===== config.mk =====
export PLATFORM = sky130hd
export DESIGN_NAME = masked_bitmap_blit_core
export DESIGN_NICKNAME = d
export VERILOG_FILES = /design/src/rtl/core/mbb_pkg.sv /design/src/rtl/core/mbb_front.sv /design/src/rtl/core/mbb_queue.sv /design/src/rtl/core/mbb_back.sv /design/src/rtl/core/masked_bitmap_blit_core.sv
export SDC_FILE = /design/constraint.sdc
export NUM_CORES = 1
export LEC_CHECK = 0
export ABC_AREA = 1
export CAP_MARGIN = 10
export CORE_UTILIZATION = 38
export DETAILED_ROUTE_END_ITERATION = 7
export DONT_BUFFER_PORTS = 1
export PLACE_DENSITY_LB_ADDON = 0.12
export REMOVE_ABC_BUFFERS = 1
export SETUP_SLACK_MARGIN = 0.1
export SYNTH_ARGS = -nofsm -noshare
export SYNTH_HDL_FRONTEND = slang
export SYNTH_HIERARCHICAL = 1
export SYNTH_SLANG_ARGS = --single-unit

===== constraint.sdc =====
create_clock -name aclk -period 8.04 [get_ports aclk]
set_input_delay 1.608 -clock aclk [delete_from_list [all_inputs] [get_ports aclk]]
set_output_delay 1.608 -clock aclk [all_outputs]
set_load 0.02 [all_outputs]

===== src/rtl/core/mbb_pkg.sv =====
`timescale 1ns / 1ps
`default_nettype none

package mbb_pkg;

    // frame buffer word geometry
    localparam int WORD_LOG2      = 5;
    localparam int WORD_BITS      = 1 << WORD_LOG2;
    localparam int WORDS_PER_LINE = 20;

    // fixed field widths
    localparam int ADDR_BITS  = 13;
    localparam int FIELD_BITS = 32;
    localparam int DX_BITS    = 10;
    localparam int DY_BITS    = 9;
    localparam int WW_BITS    = 5;
    localparam int HR_BITS    = 9;

    // apb
    localparam int PADDR_BITS = 4;
    localparam int PDATA_BITS = 32;

    // register indexes
    localparam logic [1:0] REG_DEST_X      = 2'd0;
    localparam logic [1:0] REG_DEST_Y      = 2'd1;
    localparam logic [1:0] REG_WIDTH_WORDS = 2'd2;
    localparam logic [1:0] REG_HEIGHT_ROWS = 2'd3;

    // queue between front and back
    localparam int QUEUE_PTR_BITS = 1;
    localparam int QUEUE_DEPTH    = 1 << QUEUE_PTR_BITS;

    typedef struct packed {
        logic [WORD_BITS-1:0] src;
        logic [ADDR_BITS-1:0] addr;
        logic [WORD_LOG2-1:0] off;
        logic                 done;
    } entry_t;

endpackage

`default_nettype wire


===== src/rtl/core/mbb_front.sv =====
`timescale 1ns / 1ps
`default_nettype none

module mbb_front import mbb_pkg::*; (
    input  wire logic                  aclk,
    input  wire logic                  aresetn,
    input  wire logic                  psel,
    input  wire logic                  penable,
    input  wire logic                  pwrite,
    input  wire logic [PADDR_BITS-1:0] paddr,
    input  wire logic [PDATA_BITS-1:0] pwdata,
    output logic      [PDATA_BITS-1:0] prdata,
    input  wire logic                  s_valid,
    input  wire logic [FIELD_BITS-1:0] s_source_word,
    output logic                       s_ready,
    input  wire logic                  q_full,
    output logic                       q_push,
    output entry_t                     q_entry
);

    logic [DX_BITS-1:0]   dest_x_reg, dest_x_next;
    logic [DY_BITS-1:0]   dest_y_reg, dest_y_next;
    logic [WW_BITS-1:0]   width_reg, width_next;
    logic [HR_BITS-1:0]   height_reg, height_next;
    logic [WW_BITS-1:0]   col_reg, col_next;
    logic [HR_BITS-1:0]   row_reg, row_next;
    logic [ADDR_BITS-1:0] rsa_reg, rsa_next;
    logic                 cfg_wr;
    logic                 accept;
    logic                 last_col;
    logic                 last_row;
    logic [1:0]           reg_index;

    function automatic logic [ADDR_BITS-1:0] start_addr(
        input logic [DX_BITS-1:0] x,
        input logic [DY_BITS-1:0] y
    );
        return ADDR_BITS'(ADDR_BITS'(y) * ADDR_BITS'(WORDS_PER_LINE)
                          + ADDR_BITS'(x >> WORD_LOG2));
    endfunction

    assign reg_index = paddr[3:2];
    assign cfg_wr    = psel && penable && pwrite;
    assign s_ready   = !q_full;
    assign accept    = s_valid && s_ready;
    assign q_push    = accept;

    // zero width or height compares as one
    assign last_col = (({1'b0, col_reg} + (WW_BITS+1)'(1)) >= {1'b0, width_reg});
    assign last_row = (({1'b0, row_reg} + (HR_BITS+1)'(1)) >= {1'b0, height_reg});

    always_comb begin
        q_entry.src  = s_source_word[WORD_BITS-1:0];
        q_entry.addr = ADDR_BITS'(rsa_reg + ADDR_BITS'(col_reg));
        q_entry.off  = dest_x_reg[WORD_LOG2-1:0];
        q_entry.done = last_col && last_row;
    end

    always_comb begin
        unique case (reg_index)
            REG_DEST_X:      prdata = PDATA_BITS'(dest_x_reg);
            REG_DEST_Y:      prdata = PDATA_BITS'(dest_y_reg);
            REG_WIDTH_WORDS: prdata = PDATA_BITS'(width_reg);
            REG_HEIGHT_ROWS: prdata = PDATA_BITS'(height_reg);
            default:         prdata = '0;
        endcase
    end

    always_comb begin
        dest_x_next = dest_x_reg;
        dest_y_next = dest_y_reg;
        width_next  = width_reg;
        height_next = height_reg;
        if (cfg_wr) begin
            unique case (reg_index)
                REG_DEST_X:      dest_x_next = pwdata[DX_BITS-1:0];
                REG_DEST_Y:      dest_y_next = pwdata[DY_BITS-1:0];
                REG_WIDTH_WORDS: width_next  = pwdata[WW_BITS-1:0];
                REG_HEIGHT_ROWS: height_next = pwdata[HR_BITS-1:0];
                default:         dest_x_next = dest_x_reg;
            endcase
        end
    end

    always_comb begin
        col_next = col_reg;
        row_next = row_reg;
        rsa_next = rsa_reg;
        priority if (cfg_wr) begin
            // any register write restarts the blit
            col_next = '0;
            row_next = '0;
            rsa_next = start_addr(dest_x_next, dest_y_next);
        end else if (accept) begin
            priority if (!last_col) begin
                col_next = col_reg + WW_BITS'(1);
            end else if (!last_row) begin
                col_next = '0;
                row_next = row_reg + HR_BITS'(1);
                rsa_next = ADDR_BITS'(rsa_reg + ADDR_BITS'(WORDS_PER_LINE));
            end else begin
                col_next = '0;
                row_next = '0;
                rsa_next = start_addr(dest_x_reg, dest_y_reg);
            end
        end
    end

    always_ff @(posedge aclk) begin
        if (!aresetn) begin
            dest_x_reg <= '0;
            dest_y_reg <= '0;
            width_reg  <= WW_BITS'(1);
            height_reg <= HR_BITS'(1);
            col_reg    <= '0;
            row_reg    <= '0;
            rsa_reg    <= '0;
        end else begin
            dest_x_reg <= dest_x_next;
            dest_y_reg <= dest_y_next;
            width_reg  <= width_next;
            height_reg <= height_next;
            col_reg    <= col_next;
            row_reg    <= row_next;
            rsa_reg    <= rsa_next;
        end
    end

endmodule

`default_nettype wire


===== src/rtl/core/mbb_queue.sv =====
`timescale 1ns / 1ps
`default_nettype none

module mbb_queue import mbb_pkg::*; (
    input  wire logic aclk,
    input  wire logic aresetn,
    input  wire logic push,
    input  entry_t    push_entry,
    output logic      full,
    output logic      head_valid,
    output entry_t    head_entry,
    input  wire logic pop
);

    entry_t                    slot_reg [QUEUE_DEPTH];
    logic [QUEUE_PTR_BITS-1:0] wr_ptr_reg, wr_ptr_next;
    logic [QUEUE_PTR_BITS-1:0] rd_ptr_reg, rd_ptr_next;
    logic [QUEUE_PTR_BITS:0]   count_reg, count_next;

    assign full       = (count_reg == (QUEUE_PTR_BITS+1)'(QUEUE_DEPTH));
    assign head_valid = (count_reg != '0);
    assign head_entry = slot_reg[rd_ptr_reg];

    always_comb begin
        wr_ptr_next = wr_ptr_reg;
        rd_ptr_next = rd_ptr_reg;
        count_next  = count_reg;
        if (push) begin
            wr_ptr_next = wr_ptr_reg + QUEUE_PTR_BITS'(1);
        end
        if (pop) begin
            rd_ptr_next = rd_ptr_reg + QUEUE_PTR_BITS'(1);
        end
        unique case ({push, pop})
            2'b10:   count_next = count_reg + (QUEUE_PTR_BITS+1)'(1);
            2'b01:   count_next = count_reg - (QUEUE_PTR_BITS+1)'(1);
            default: count_next = count_reg;
        endcase
    end

    always_ff @(posedge aclk) begin
        if (push) begin
            slot_reg[wr_ptr_reg] <= push_entry;
        end
    end

    always_ff @(posedge aclk) begin
        if (!aresetn) begin
            wr_ptr_reg <= '0;
            rd_ptr_reg <= '0;
            count_reg  <= '0;
        end else begin
            wr_ptr_reg <= wr_ptr_next;
            rd_ptr_reg <= rd_ptr_next;
            count_reg  <= count_next;
        end
    end

endmodule

`default_nettype wire


===== src/rtl/core/mbb_back.sv =====
`timescale 1ns / 1ps
`default_nettype none

module mbb_back import mbb_pkg::*; (
    input  wire logic                  aclk,
    input  wire logic                  aresetn,
    input  wire logic                  q_valid,
    input  entry_t                     q_entry,
    output logic                       q_pop,
    output logic                       m_valid,
    input  wire logic                  m_ready,
    output logic      [ADDR_BITS-1:0]  m_write_address,
    output logic      [FIELD_BITS-1:0] m_write_data,
    output logic      [FIELD_BITS-1:0] m_write_mask,
    output logic                       m_last_of_item,
    output logic                       m_blit_done
);

    localparam logic [WORD_LOG2:0] WORD_BITS_W = (WORD_LOG2+1)'(WORD_BITS);

    logic                  valid_reg, valid_next;
    logic                  phase_reg, phase_next;
    logic [ADDR_BITS-1:0]  addr_reg, addr_next;
    logic [FIELD_BITS-1:0] data_reg, data_next;
    logic [FIELD_BITS-1:0] mask_reg, mask_next;
    logic                  last_reg, last_next;
    logic                  done_reg, done_next;
    logic                  out_free;
    logic                  aligned;
    logic [WORD_LOG2:0]    lsh;
    logic [WORD_BITS-1:0]  full_w;
    logic [WORD_BITS-1:0]  m1;
    logic [WORD_BITS-1:0]  m2;
    logic [WORD_BITS-1:0]  d1;
    logic [WORD_BITS-1:0]  d2;

    assign full_w   = {WORD_BITS{1'b1}};
    assign aligned  = (q_entry.off == '0);
    assign lsh      = WORD_BITS_W - {1'b0, q_entry.off};
    assign m1       = full_w >> q_entry.off;
    assign m2       = ~m1;
    assign d1       = q_entry.src >> q_entry.off;
    assign d2       = q_entry.src << lsh;
    assign out_free = !valid_reg || m_ready;

    always_comb begin
        valid_next = valid_reg;
        phase_next = phase_reg;
        addr_next  = addr_reg;
        data_next  = data_reg;
        mask_next  = mask_reg;
        last_next  = last_reg;
        done_next  = done_reg;
        q_pop      = 1'b0;
        if (out_free) begin
            valid_next = q_valid;
            if (q_valid) begin
                priority if (aligned) begin
                    addr_next = q_entry.addr;
                    data_next = FIELD_BITS'(q_entry.src);
                    mask_next = FIELD_BITS'(full_w);
                    last_next = 1'b1;
                    done_next = q_entry.done;
                    q_pop     = 1'b1;
                end else if (!phase_reg) begin
                    addr_next  = q_entry.addr;
                    data_next  = FIELD_BITS'(d1);
                    mask_next  = FIELD_BITS'(m1);
                    last_next  = 1'b0;
                    done_next  = 1'b0;
                    phase_next = 1'b1;
                end else begin
                    addr_next  = ADDR_BITS'(q_entry.addr + ADDR_BITS'(1));
                    data_next  = FIELD_BITS'(d2 & m2);
                    mask_next  = FIELD_BITS'(m2);
                    last_next  = 1'b1;
                    done_next  = q_entry.done;
                    phase_next = 1'b0;
                    q_pop      = 1'b1;
                end
            end
        end
    end

    always_ff @(posedge aclk) begin
        if (!aresetn) begin
            valid_reg <= 1'b0;
            phase_reg <= 1'b0;
        end else begin
            valid_reg <= valid_next;
            phase_reg <= phase_next;
        end
    end

    always_ff @(posedge aclk) begin
        addr_reg <= addr_next;
        data_reg <= data_next;
        mask_reg <= mask_next;
        last_reg <= last_next;
        done_reg <= done_next;
    end

    assign m_valid         = valid_reg;
    assign m_write_address = addr_reg;
    assign m_write_data    = data_reg;
    assign m_write_mask    = mask_reg;
    assign m_last_of_item  = last_reg;
    assign m_blit_done     = done_reg;

endmodule

`default_nettype wire


===== src/rtl/core/masked_bitmap_blit_core.sv =====
// masked bitmap blit core: address and shift stage of a monochrome blitter
// the apb port sets dest_x, dest_y, width_words and height_rows (byte
// addresses 0, 4, 8, 12); any register write restarts the blit
// the s_ channel takes one source word per transfer in row order, msb first
// the m_ channel gives masked frame buffer writes: one full-mask write per
// word when dest_x is word aligned, else two (word shifted right into the
// first frame word, shifted left into the next)
// the first write of a word goes through a queue slot and then the output
// register before it is on m_
// one word per cycle when aligned and m_ready is high; an unaligned word
// takes two writes, set by the single write output register of the back end
// a two-entry queue parts the front (counters, addressing) from the back
// (shift and mask), so s_ready stays high while a write waits on m_ready
// and drops only once the queue is full
// reset (aresetn low, synchronous) empties the queue, drops m_valid and
// loads the registers with 0, 0, 1, 1 and the cursor with the blit start
// a stalled receiver holds m_ outputs steady until the transfer completes
`timescale 1ns / 1ps
`default_nettype none

module masked_bitmap_blit_core import mbb_pkg::*; (
    input  wire logic                  aclk,
    input  wire logic                  aresetn,
    // configuration
    input  wire logic                  psel,
    input  wire logic                  penable,
    input  wire logic                  pwrite,
    input  wire logic [PADDR_BITS-1:0] paddr,
    input  wire logic [PDATA_BITS-1:0] pwdata,
    output logic      [PDATA_BITS-1:0] prdata,
    output logic                       pready,
    // source words
    input  wire logic                  s_valid,
    output logic                       s_ready,
    input  wire logic [FIELD_BITS-1:0] s_source_word,
    // frame buffer writes
    output logic                       m_valid,
    input  wire logic                  m_ready,
    output logic      [ADDR_BITS-1:0]  m_write_address,
    output logic      [FIELD_BITS-1:0] m_write_data,
    output logic      [FIELD_BITS-1:0] m_write_mask,
    output logic                       m_last_of_item,
    output logic                       m_blit_done
);

    // front to queue
    logic   q_push;
    logic   q_full;
    entry_t q_in;
    // queue to back
    logic   q_valid;
    logic   q_pop;
    entry_t q_head;

    // zero wait state apb
    assign pready = 1'b1;

    // counters and address generation, one source word per cycle while the queue is not full
    mbb_front u_front (
        .aclk          (aclk),
        .aresetn       (aresetn),
        .psel          (psel),
        .penable       (penable),
        .pwrite        (pwrite),
        .paddr         (paddr),
        .pwdata        (pwdata),
        .prdata        (prdata),
        .s_valid       (s_valid),
        .s_source_word (s_source_word),
        .s_ready       (s_ready),
        .q_full        (q_full),
        .q_push        (q_push),
        .q_entry       (q_in)
    );

    // classified words waiting for the write port
    mbb_queue u_queue (
        .aclk       (aclk),
        .aresetn    (aresetn),
        .push       (q_push),
        .push_entry (q_in),
        .full       (q_full),
        .head_valid (q_valid),
        .head_entry (q_head),
        .pop        (q_pop)
    );

    // shift and mask, one write per cycle while m_ready is high
    mbb_back u_back (
        .aclk            (aclk),
        .aresetn         (aresetn),
        .q_valid         (q_valid),
        .q_entry         (q_head),
        .q_pop           (q_pop),
        .m_valid         (m_valid),
        .m_ready         (m_ready),
        .m_write_address (m_write_address),
        .m_write_data    (m_write_data),
        .m_write_mask    (m_write_mask),
        .m_last_of_item  (m_last_of_item),
        .m_blit_done     (m_blit_done)
    );

endmodule

`default_nettype wire


* Yosys cells after proc, flatten, opt, wreduce, memory -nomap -nowiden
Memories as Yosys holds them, arrays and structs flattened. A register that Yosys moved wholly into a read port is not among the register bits.
Index checks and enable logic that the tools add are counted.
** Operators by class
- $add $sub $neg :: 14
- Multipliers :: 2
- $lt $le $gt $ge :: 2
- Equality and inequality tests :: 6
- Shift-type cells :: 3
- Muxes and demuxes :: 28
- Bitwise operators :: 4
- Reductions and logical operators :: 21
** Operator list (number)
- $pmux 32 s4 :: 1
- $mux 32 :: 3
- $mux 13 :: 6
- $add 13x5->13 :: 3
- $and 32x32->32 :: 1
- $not 32->32 :: 1
- $shl 32x6->32 :: 1
- $shr 32x5->32 :: 1
- $shr 32x5->32 const A :: 1
- $mux 9 :: 3
- $mul 9x3->11 const B :: 2
- $mux 10 :: 2
- $add 13x1->13 const B :: 1
- $add 13x5->13 const B :: 1
- $reduce_and 2->1 :: 6
- $mux 1 :: 11
- $add 9x1->10 const B :: 1
- $ge 10x9->1 :: 1
- $add 9x1->9 const B :: 1
- $eq 2x2->1 const B :: 4
- $reduce_bool 2->1 :: 4
- $add 5x1->6 const B :: 1
- $ge 6x5->1 :: 1
- $sub 6x5->6 const A :: 1
- 15 further kinds :: 22
** Storage, ports and cells
- Flip-flop bits (word level) :: 145
- RAM bits :: 102
- Input port bits :: 75
- Output and inout port bits :: 114
- Word-level logic and storage cells :: 99
- Memories kept :: 1
** Memory list
- u_queue.slot_reg :: depth 2, bits a word 51, rd ports 1, clocked after Yosys merged registers in 1, write ports 1, line mbb_queue.sv:15 : entry_t slot_reg [QUEUE_DEPTH];

* Logic depth before layout (Yosys ltp)
Gate-level depths: netlist of the first run.
- Word-level depth :: 6
- Depth in mapped cells :: 26
- Gate-level depth less buffers :: 26

* Modules after synthesis
Netlist of the first run, hierarchy kept.
** Modules (own cells, without submodules)
- mbb_back :: instances 1, cells an instance 1052, area each 6951.7 um2, seq. area each 2412.3 um2
- mbb_front :: instances 1, cells an instance 817, area each 5470.2 um2, seq. area each 1201.2 um2
- mbb_queue :: instances 1, cells an instance 194, area each 4162.7 um2, seq. area each 3163.0 um2
- masked_bitmap_blit_core :: instances 1, cells an instance 2, area each 11.3 um2, seq. area each 0.0 um2

* Worst setup path before layout of the first run
Ideal clock, no wire load.
- Path type :: input to register
- Start :: in m_ready
- End :: reg u_queue.count_reg[1]
- Library setup time :: 0.064 ns
- Arrival :: 6.126 ns
- Data required time :: 7.976 ns
- Setup slack :: 1.851 ns
- Stages :: 10
- Buffers on the path :: 0
- Cells stage by stage :: nor2_1 nor2_1 inv_1 nor2_1 ha_1 inv_1 nand2_1 nor2_1 nor2_1 nor2_1
** On the way
- Word-level cells in the longest chain between the ends :: 4
- Elaborated cells between the ends (all ways) :: 6
- Those cells by class :: eq/ne: 2; mux: 2; reduce/logical: 2
** RTL lines
- from (decl) :: line masked_bitmap_blit_core.sv:38 : input wire logic m_ready,
- $logic_or 1x1->1 (*) :: line mbb_back.sv:44 : assign out_free = !valid_reg || m_ready;
- $mux 1 (*) :: line mbb_back.sv:55 : if (out_free) begin
- net q_pop :: line masked_bitmap_blit_core.sv:52 : logic q_pop;
- $eq 2x1->1 / $eq 2x2->1 (equally long branches) :: line mbb_queue.sv:34 : unique case ({push, pop})
- $pmux 2 s2 / $reduce_bool 2->1 (equally long branches)
- to (signal assigned) :: line mbb_queue.sv:55 : count_reg <= count_next;
- to (decl) :: line mbb_queue.sv:18 : logic [QUEUE_PTR_BITS:0] count_reg, count_next;
The timed path passes the listed nets; every way through them passes the cells marked *.
A chain may end at the register's enable or synchronous reset.

==> flow_metrics.py, run 1 <==
metrics = {
    "clock_tree": {
        "clockBufferDepth": 3,
        "holdBufCountCts": 0,
        "cts_tree": "yes",
        "cts_htree_levels": 1,
        "clk_latency_ns": 0.57,
        "cts-resized-gates": 0,
        "cts_made_buffers": 29,
        "post_cts_buffers": 0,
        "cts_num_sinks": 248,
        "cts_root_buf": "clkbuf_16",
        "cts.reportedPaths.clkPinSlew_ns": 0.06,
    },
    "route": {
        "num_vias": 14141,
        "viasPerCell": 5.44,
        "wl_microns": 52100,
        "firstDrtPassIters": 5,
        "drt_iter0_markers": 1251,
        "detail_route.wl_per_cell_microns": 20.1,
        "antenna_left": 0,
        "drc": 0,
    },
    "finish": {
        "largest_reg_flops": 102,
        "mostFrequentLayoutCell": "nand2_1",
        "layout-drive-gt1-share_pct": 8.35,
        "syn2layout_area_growth_pct": 5.24,
        "nNetsFinal": 2129,
        "mostFrequentLayoutCells": "nand2_1, nand3_1, edfxtp_1",
    },
    "yosys": {
        "ys.flop_type": "edfxtp_1",
        "synth_xor_area_share_pct": 2.53,
        "synth-compound-area-share_pct": 7.59,
        "synth.mux.area_fraction_pct": 4.59,
        "synth-simple-area-share_pct": 30.0,
        "synth.ff_latch_count": 248,
        "syn_area_per_cell_sq_um": 8.04,
        "synthAdderAreaFrac_pct": 4.98,
        "yosysTopAreaCellShare_pct": 32.8,
        "synthCells": 2065,
        "yosys_warnings": 6,
        "synth.distinct_cells": 57,
        "yosys.area.top_type": "edfxtp_1",
        "synthArstFlopShare_pct": 0,
        "yosysSeqAreaShare_pct": 40.8,
        "syn_area_sq_um": 16600,
        "synth_top_family_by_area": "simple AND/OR/NAND/NOR gates",
        "synth_edf_count": 181,
        "netlist_top_cells_area": "edfxtp_1, nand2_1, nand3_1",
    },
    "sta": {
        "relSlewSlack_pct": 14.3,
        "fin_crit_sh_pct": 64.4,
        "final-setup-viol-count": 0,
        "rsz0062_at_grt": "false",
        "fmax_mhz": 193,
        "fin_skew_ns": 0.0113,
        "finalMaxSlewViolations": 0,
        "period_minus_slack_ns": 5.18,
        "finalHoldViolCount": 0,
        "tightest_slew_ns": 1.28,
        "tns_ns": 0,
        "worst_slack_ns": 2.86,
    },
    "grt": {
        "grt.busiest_layer": "met2",
        "grtUsageMet3_pct": 3.43,
        "grt_max_degree": 55,
        "grtUsageMet1_pct": 27.9,
        "grt_pass1_wl_microns": 79000,
        "grt_pass1_vias": 13561,
        "use_met2_pct": 41.7,
        "gr-usage-all-layers_pct": 23.2,
        "grt.overflow.total": 0,
        "antenna_found_initial": 2,
    },
    "placed_design": {
        "numPortBuffers": 0,
        "dpl_worst_slack_ns": 2.92,
        "hpwl_microns": 38000,
        "gp_congestion": 0.925,
    },
    "critical_path": {
        "cp-end-kind": "register",
        "worst-path-max-fanout": 34,
        "worstPathRequired_ns": 8.45,
        "critPathLaunchType": "register",
        "worst_ep_arrival_time_ns": 5.59,
        "slowest_stage": "clkinv_1",
        "critical-path-max-stage-delay_ns": 0.83,
        "crit_chain": "buf_4 -> mux2_4 -> inv_2 -> buf_4 -> nand2_1 -> nor2_1 -> ha_1 -> clkinv_1 -> nand3_1 -> nand3_1 -> a21oi_1",
        "crit_type": "register to register",
    },
    "power": {
        "total_power_w": 0.00537,
        "vdd_ir_drop_max_mv": 0.163,
        "leakagePower_nw": 7.60,
        "power-per-cell-area_nw_per_um2": 308,
    },
    "floorplan": {
        "start_util_pct": 38.5,
        "die_x_microns": 211,
        "die_h_microns": 211,
        "core_area_sq_um": 43100,
        "placementRows": 76,
        "io_pins": 189,
        "fp.dieArea_sq_um": 44500,
    },
    "status": {
        "status": "finished, final reports clean",
    },
    "min_path": {
        "hold_class": "register to register",
    },
    "job": {
        "maxCapViolCount": 0,
    },
}
-- layout make-up --
type                            count  area, sq um
Antenna cell                        2         5.00
Multi-Input combinational cell   1533         8350
Tap cell                          585          732
Clock buffer                       40          777
Timing Repair Buffer               15          113
Inverter                          164          627
Clock inverter                     13         82.6
Fill cell                        4476        25600
Sequential cell                   248         6780
-- routing by layer --
layer,wire length [microns],vias to the layer above
li1,-,6802
met1,20500,6689
met2,26300,543
met3,3460,105
met4,1820,2
met5,13,-
-- worst paths after layout --
check	cells after the start	to	slack, ns	start
min	2	u_front/rsa_reg[0]	0.48	u_front/rsa_reg[0]
max	11	u_back/m_write_data[24]	2.86	register
max reg2reg	11	u_back/m_write_data[24]	2.86	register
min reg2reg	2	u_front/rsa_reg[0]	0.48	u_front/rsa_reg[0]
-- synthesized netlist by cell type, types with 7 or more instances --
cell type  number
nand3_2        10
nand4_1        28
o211ai_1       21
mux2_4         50
and2_1          9
clkbuf_1       37
xor2_1         32
nor2_1        157
nand3_1       335
buf_2          18
buf_4          69
nand2_2        14
xnor2_1        14
inv_1         147
a21oi_1        96
o21ai_1        11
inv_2          10
o21ai_0        70
dfxtp_1        67
ha_1           58
nor2_2          7
nand2_1       536
edfxtp_1      181
-- critical path: cells and delay by family, from the launching register on --
family / cells / cell delay [ns]
DFF: 1 / 0.57
AOI/OAI and AO/OA: 1 / 0.20
muxes: 1 / 0.54
adders and majority gates: 1 / 0.62
buffers and inverters: 4 / 1.85
and+or+nand+nor: 4 / 1.15
-- metrics by stage --
step           instances  cell area, sq um  utilization (%)  hold slack, ns
2_1_floorplan       1945             15700                -           0.443
3_3_place_gp        2545             16600             38.5           0.471
3_5_place_dp        2545             16600             38.5           0.470
4_1_cts             2598             17500             40.5           0.478
5_1_grt             2598             17500             40.5           0.524
6_report            2600             17500             40.5           0.482
-- report_power, final --
part	switching (W)	internal (W)
Sequential	0.000312	0.00174
Combinational	0.00154	0.000591
Clock	0.000513	0.000676
-- cells by family (layout without fill, tap and decap cells) --
| group | after synthesis | in the layout |
|---|---|---|
| AND/OR/NAND/NOR | 1123 | 1123 |
| buffers and inverters | 305 | 232 |
| flip-flops | 248 | 248 |
| AO/OA/AOI/OAI | 226 | 226 |
| adder cells (fa/ha/maj) | 63 | 63 |
| multiplexers | 51 | 51 |
| XOR/XNOR | 47 | 47 |
| other | 2 | 25 |
Note: power is estimated with default switching activity, not from simulation.
==> inputs of run 2 (changes only) <==
- clock period: 8.04 -> 4.2 ns (I/O delays scaled with it)
==> flow_metrics.py, run 2 (synthesis results as in run 1) <==
metrics = {
    "clock_tree": {
        "cts_root_buf": "clkbuf_16",
        "cts_made_buffers": 29,
        "cts_tree": "yes",
        "cts_num_sinks": 248,
        "holdBufCountCts": 0,
        "cts_htree_levels": 1,
        "clockBufferDepth": 3,
        "clk_latency_ns": 0.57,
        "cts.reportedPaths.clkPinSlew_ns": 0.06,
        "post_cts_buffers": 0,
        "cts-resized-gates": 0,
    },
    "floorplan": {
        "start_util_pct": 38.5,
        "die_x_microns": 211,
        "die_h_microns": 211,
        "fp.dieArea_sq_um": 44500,
        "placementRows": 76,
        "io_pins": 189,
        "core_area_sq_um": 43100,
    },
    "route": {
        "num_vias": 14025,
        "viasPerCell": 5.36,
        "drc": 0,
        "wl_microns": 52300,
        "detail_route.wl_per_cell_microns": 20.0,
        "firstDrtPassIters": 6,
        "antenna_left": 0,
        "drt_iter0_markers": 1142,
    },
    "critical_path": {
        "critPathLaunchType": "register",
        "path_buf_inv": 4,
        "worst-path-max-fanout": 22,
        "critical-path-max-stage-delay_ns": 0.62,
        "crit_family": "buffers and inverters",
        "worst_ep_arrival_time_ns": 4.03,
        "crit_chain": "mux2_4 -> inv_6 -> ha_1 -> inv_1 -> nor2_1 -> ha_1 -> buf_4 -> clkinv_1 -> nand3_1 -> nand3_1 -> a21oi_1",
        "rrSetupSlack_ns": 0.52,
        "crit_type": "register to register",
        "cp-end-kind": "register",
        "worstPathRequired_ns": 4.55,
        "slowest_stage": "dfxtp_4",
    },
    "grt": {
        "grt_pass1_vias": 13581,
        "antenna_found_initial": 2,
        "grt.overflow.total": 0,
        "gr-usage-all-layers_pct": 23.5,
        "grt_pass1_wl_microns": 80000,
        "grt_max_degree": 55,
    },
    "sta": {
        "fin_crit_sh_pct": 87.5,
        "period_minus_slack_ns": 3.68,
        "final-setup-viol-count": 0,
        "fin_skew_ns": 0.00880,
        "fmax_mhz": 272,
        "tightest_slew_ns": 0.777,
        "relSlewSlack_pct": 48.1,
        "finalHoldViolCount": 0,
        "rsz0062_at_grt": "false",
        "finalMaxSlewViolations": 0,
    },
    "job": {
        "maxCapViolCount": 0,
    },
    "finish": {
        "layout-drive-gt1-share_pct": 9.65,
        "diodes": 0,
        "fin_util_pct": 41.4,
        "syn2layout_area_growth_pct": 7.36,
        "nNetsFinal": 2146,
        "mostFrequentLayoutCell": "nand2_1",
        "largest_reg_flops": 102,
        "mostFrequentLayoutCells": "nand2_1, nand3_1, edfxtp_1",
        "fin_area_sq_um": 17800,
    },
    "placed_design": {
        "numPortBuffers": 0,
        "dpl_cell_area_sq_um": 16700,
        "gp_congestion": 0.984,
        "hpwl_microns": 39500,
    },
    "min_path": {
        "hold_class": "primary input to register",
    },
    "status": {
        "status": "finished, final reports clean",
    },
    "power": {
        "leakagePower_nw": 7.78,
        "power-per-cell-area_nw_per_um2": 610,
        "vdd_ir_drop_max_mv": 0.296,
    },
}
## run 2: cell types whose count changed in the layout (fill, tap and decap cells not counted)
cell and change:
buf_4 +17, diode_2 -2, clkinv_4 +2, inv_6 +2, clkbuf_8 -1, clkinv_2 -2, clkinvlp_4 +2, bufinv_16 +8
clkbuf_1 -10
## run 2: path summary, 6_finish.rpt
path | start | to | cells past startpoint
min | s_source_word[15] | u_queue/slot_reg[1][34] | 0
max reg2reg | register | u_back/m_write_data[30] | 11
max | register | u_back/m_write_data[30] | 11
min reg2reg | u_front/rsa_reg[0] | u_front/rsa_reg[0] | 2
## run 2: metal layers
layer	track usage [%]	vias up	routed length, microns
li1	-	6820	-
met1	28.9	6595	20900
met2	40.9	497	26000
met3	3.70	111	3330
met4	9.55	2	2120
met5	0	-	18
## run 2: stage by stage
stage / std cells / setup TNS, ns / hold WS [ns] / total power (W) / setup WS (ns)
floorplan: 1945 / -102.77 / 0.443 / 0.00662 / -1.22
CTS: 2616 / 0 / 0.323 / 0.0109 / 0.716
global route: 2616 / 0 / 0.321 / 0.0115 / 0.415
finish: 2616 / 0 / 0.358 / 0.0109 / 0.523
detailed placement: 2562 / 0 / 0.466 / 0.00804 / 0.302
global placement: 2562 / 0 / 0.464 / 0.00804 / 0.293
## run 2: power by group
group / internal (W) / switching (W)
Clock: 0.00177 / 0.00106
Combinational: 0.00118 / 0.00294
Sequential: 0.00332 / 0.000600
Total: 0.00626 / 0.00460
## run 2: worst reg2reg max path, delay by kind of cell, from the launching register on
family / cells / cell delay, ns
mux: 1 / 0.37
compound gates: 1 / 0.32
fa+ha+maj: 2 / 0.50
flops: 1 / 0.62
simple gates: 3 / 0.51
buf+inv: 4 / 1.13
## run 2: final cells by class
class                   count  area (sq um)
clock inverters            25           363
fillers                  4436         25300
inverters                 164           627
well taps                 585           732
clock buffers              29           726
flip-flops and latches    248          6780
multi-input cells        1533          8350
repair buffers             32           240
==> inputs of run 3 (changes only) <==
- RECOVER_POWER: default -> 50
- SYNTH_HIERARCHICAL: 1 -> default
==> flow_metrics.py, run 3 <==
metrics = {
    "power": {
        "vdd_ir_drop_max_mv": 0.406,
        "leakagePower_nw": 7.67,
        "power-per-cell-area_nw_per_um2": 730,
    },
    "finish": {
        "largest_reg_flops": 102,
        "mostFrequentLayoutCells": "nand2_1, nand3_1, nor2_1",
        "layout-drive-gt1-share_pct": 6.16,
        "fin_util_pct": 42.2,
        "mostFrequentLayoutCell": "nand2_1",
        "nNetsFinal": 2243,
        "syn2layout_area_growth_pct": 8.48,
        "diodes": 0,
    },
    "yosys": {
        "synth.distinct_cells": 58,
        "ys.flop_type": "edfxtp_1",
        "synthArstFlopShare_pct": 0,
        "synthCells": 2127,
        "synth.ff_latch_count": 248,
        "synth_edf_count": 181,
        "yosysSeqAreaShare_pct": 42.3,
        "netlist_top_cells_area": "edfxtp_1, nand2_1, dfxtp_1",
        "ys_top_cells_by_count": "nand2_1, nand3_1, nor2_1",
        "yosys_warnings": 0,
        "syn_area_sq_um": 16000,
        "yosys.area.top_type": "edfxtp_1",
        "syn_area_per_cell_sq_um": 7.53,
        "synth.most_common_cell": "nand2_1",
        "yosysTopAreaCellShare_pct": 33.9,
    },
    "clock_tree": {
        "cts_htree_levels": 1,
        "cts_made_buffers": 29,
        "cts-resized-gates": 0,
        "cts_tree": "yes",
        "cts_root_buf": "clkbuf_16",
        "cts_num_sinks": 248,
        "holdBufCountCts": 0,
        "clockBufferDepth": 3,
        "post_cts_buffers": 0,
        "clk_latency_ns": 0.58,
        "cts.reportedPaths.clkPinSlew_ns": 0.06,
    },
    "critical_path": {
        "worstPathRequired_ns": 4.50,
        "crit_end": "u_back.m_write_data[22]",
        "r2r_end": "u_back.m_write_data[22]",
        "worst-path-max-fanout": 29,
        "crit_chain": "inv_4 -> nand2_2 -> nand2_4 -> inv_2 -> ha_1 -> inv_1 -> nor2_1 -> ha_1 -> clkinv_1 -> nand2_1 -> o21ai_0 -> a21oi_1 -> nor2_1",
        "path_buf_inv": 4,
        "crit_family": "buffers and inverters",
        "critPathLaunchType": "register",
        "worst_ep_arrival_time_ns": 4.17,
        "rrSetupSlack_ns": 0.33,
        "slowest_stage": "clkinv_1",
        "critical-path-max-stage-delay_ns": 0.65,
        "r2r_cells": 13,
        "crit_type": "register to register",
        "cp.depth": 13,
        "cp-end-kind": "register",
    },
    "sta": {
        "fmax_mhz": 258,
        "fin_skew_ns": 0.0281,
        "finalHoldViolCount": 0,
        "tightest_slew_ns": 2.03,
        "finalMaxSlewViolations": 83,
        "fin_hold_ws_ns": 0.357,
        "final-setup-viol-count": 0,
        "rsz0062_at_grt": "false",
        "period_minus_slack_ns": 3.87,
        "fin_crit_sh_pct": 92.1,
        "relSlewSlack_pct": -35.6,
    },
    "route": {
        "viasPerCell": 5.31,
        "drt_iter0_markers": 1204,
        "drc": 0,
        "detail_route.wl_per_cell_microns": 19.6,
        "num_vias": 14113,
        "firstDrtPassIters": 7,
        "wl_microns": 52100,
        "antenna_left": 0,
    },
    "floorplan": {
        "start_util_pct": 38.9,
        "die_h_microns": 207,
        "placementRows": 74,
        "io_pins": 189,
        "core_area_sq_um": 41200,
        "die_x_microns": 207,
        "fp.dieArea_sq_um": 43000,
    },
    "min_path": {
        "hp-start": "s_source_word[20]",
        "hold_class": "primary input to register",
        "hold_depth": 0,
    },
    "status": {
        "status": "finished with violations",
        "failed_checks": "max-capacitance violations, max-slew violations",
    },
    "placed_design": {
        "numPortBuffers": 0,
        "hpwl_microns": 40000,
        "gp_congestion": 0.974,
    },
    "grt": {
        "grt_pass1_vias": 13808,
        "grt_max_degree": 83,
        "antenna_found_initial": 0,
        "grt_pass1_wl_microns": 81000,
        "gr-usage-all-layers_pct": 24.3,
        "grt.overflow.total": 0,
    },
    "job": {
        "maxCapViolCount": 1,
    },
}
run 3: cell types whose count changed in the layout (fill, tap and decap cells not counted), sizes merged, moves of 9 or more:
| cell | before | now |
|---|---|---|
| nand4 | 28 | 19 |
| o21ai | 81 | 126 |
| clkbuf | 29 | 40 |
| nand2 | 555 | 709 |
| nor2 | 167 | 203 |
| or2 | 5 | 18 |
| mux2 | 51 | 0 |
| nand3 | 345 | 193 |
| inv | 164 | 183 |
run 3: worst min-delay path by stage:
stage	to	slack (ns)
2_1_floorplan	register	0.43
3_3_place_gp	u_queue.rd_ptr_reg	0.43
3_5_place_dp	u_queue.rd_ptr_reg	0.45
4_1_cts	u_queue.slot_reg[1][25]	0.33
5_1_grt	u_queue.slot_reg[1][25]	0.33
6_report	u_queue.slot_reg[0][39]	0.36
run 3: per-stage QoR:
step	total power, W	setup slack [ns]	cell area, sq um	cells	setup TNS (ns)
finish	0.0127	0.331	17400	2660	0
global route	0.0136	0.158	17400	2660	0
CTS	0.0127	0.444	17400	2660	0
detailed placement	0.0102	0.197	16500	2607	0
global placement	0.0102	0.223	16500	2607	0
floorplan	0.00806	-1.13	15500	2036	-67.35
run 3: logic make-up (layout without fill, tap and decap cells):
family	Yosys count	count (layout)	share of synthesized area (%)
AOI/OAI and AO/OA	301	301	10.7
and+or+nand+nor	1165	1165	30.6
other	2	23	0.0469
buffers and inverters	296	276	8.33
DFF	248	248	42.3
adders and majority gates	62	62	5.08
muxes	7	7	0.438
xor gates and xnor gates	46	46	2.52
run 3: area by class of cell:
type	instances	area (sq um)
Sequential cell	248	6780
Clock inverter	17	168
Clock buffer	36	782
Inverter	184	693
Tap cell	532	666
Timing Repair Buffer	39	295
Multi-Input combinational cell	1604	7990
Fill cell	4224	23800
run 3: power by group:
group	internal [W]	leakage [nW]	switching, W	total [W]
combinational	0.00157	4.94	0.00431	0.00587
clock	0.00150	0.468	0.00101	0.00251
sequential	0.00355	2.26	0.000744	0.00430
run 3: metal layers:
layer	up-vias	global-route usage [%]	part of all wire (%)
met1	6602	29.1	40
met4	0	9.93	4.4
met5	-	0	0
met3	100	3.60	5.7
li1	6957	-	-
met2	454	43.7	50
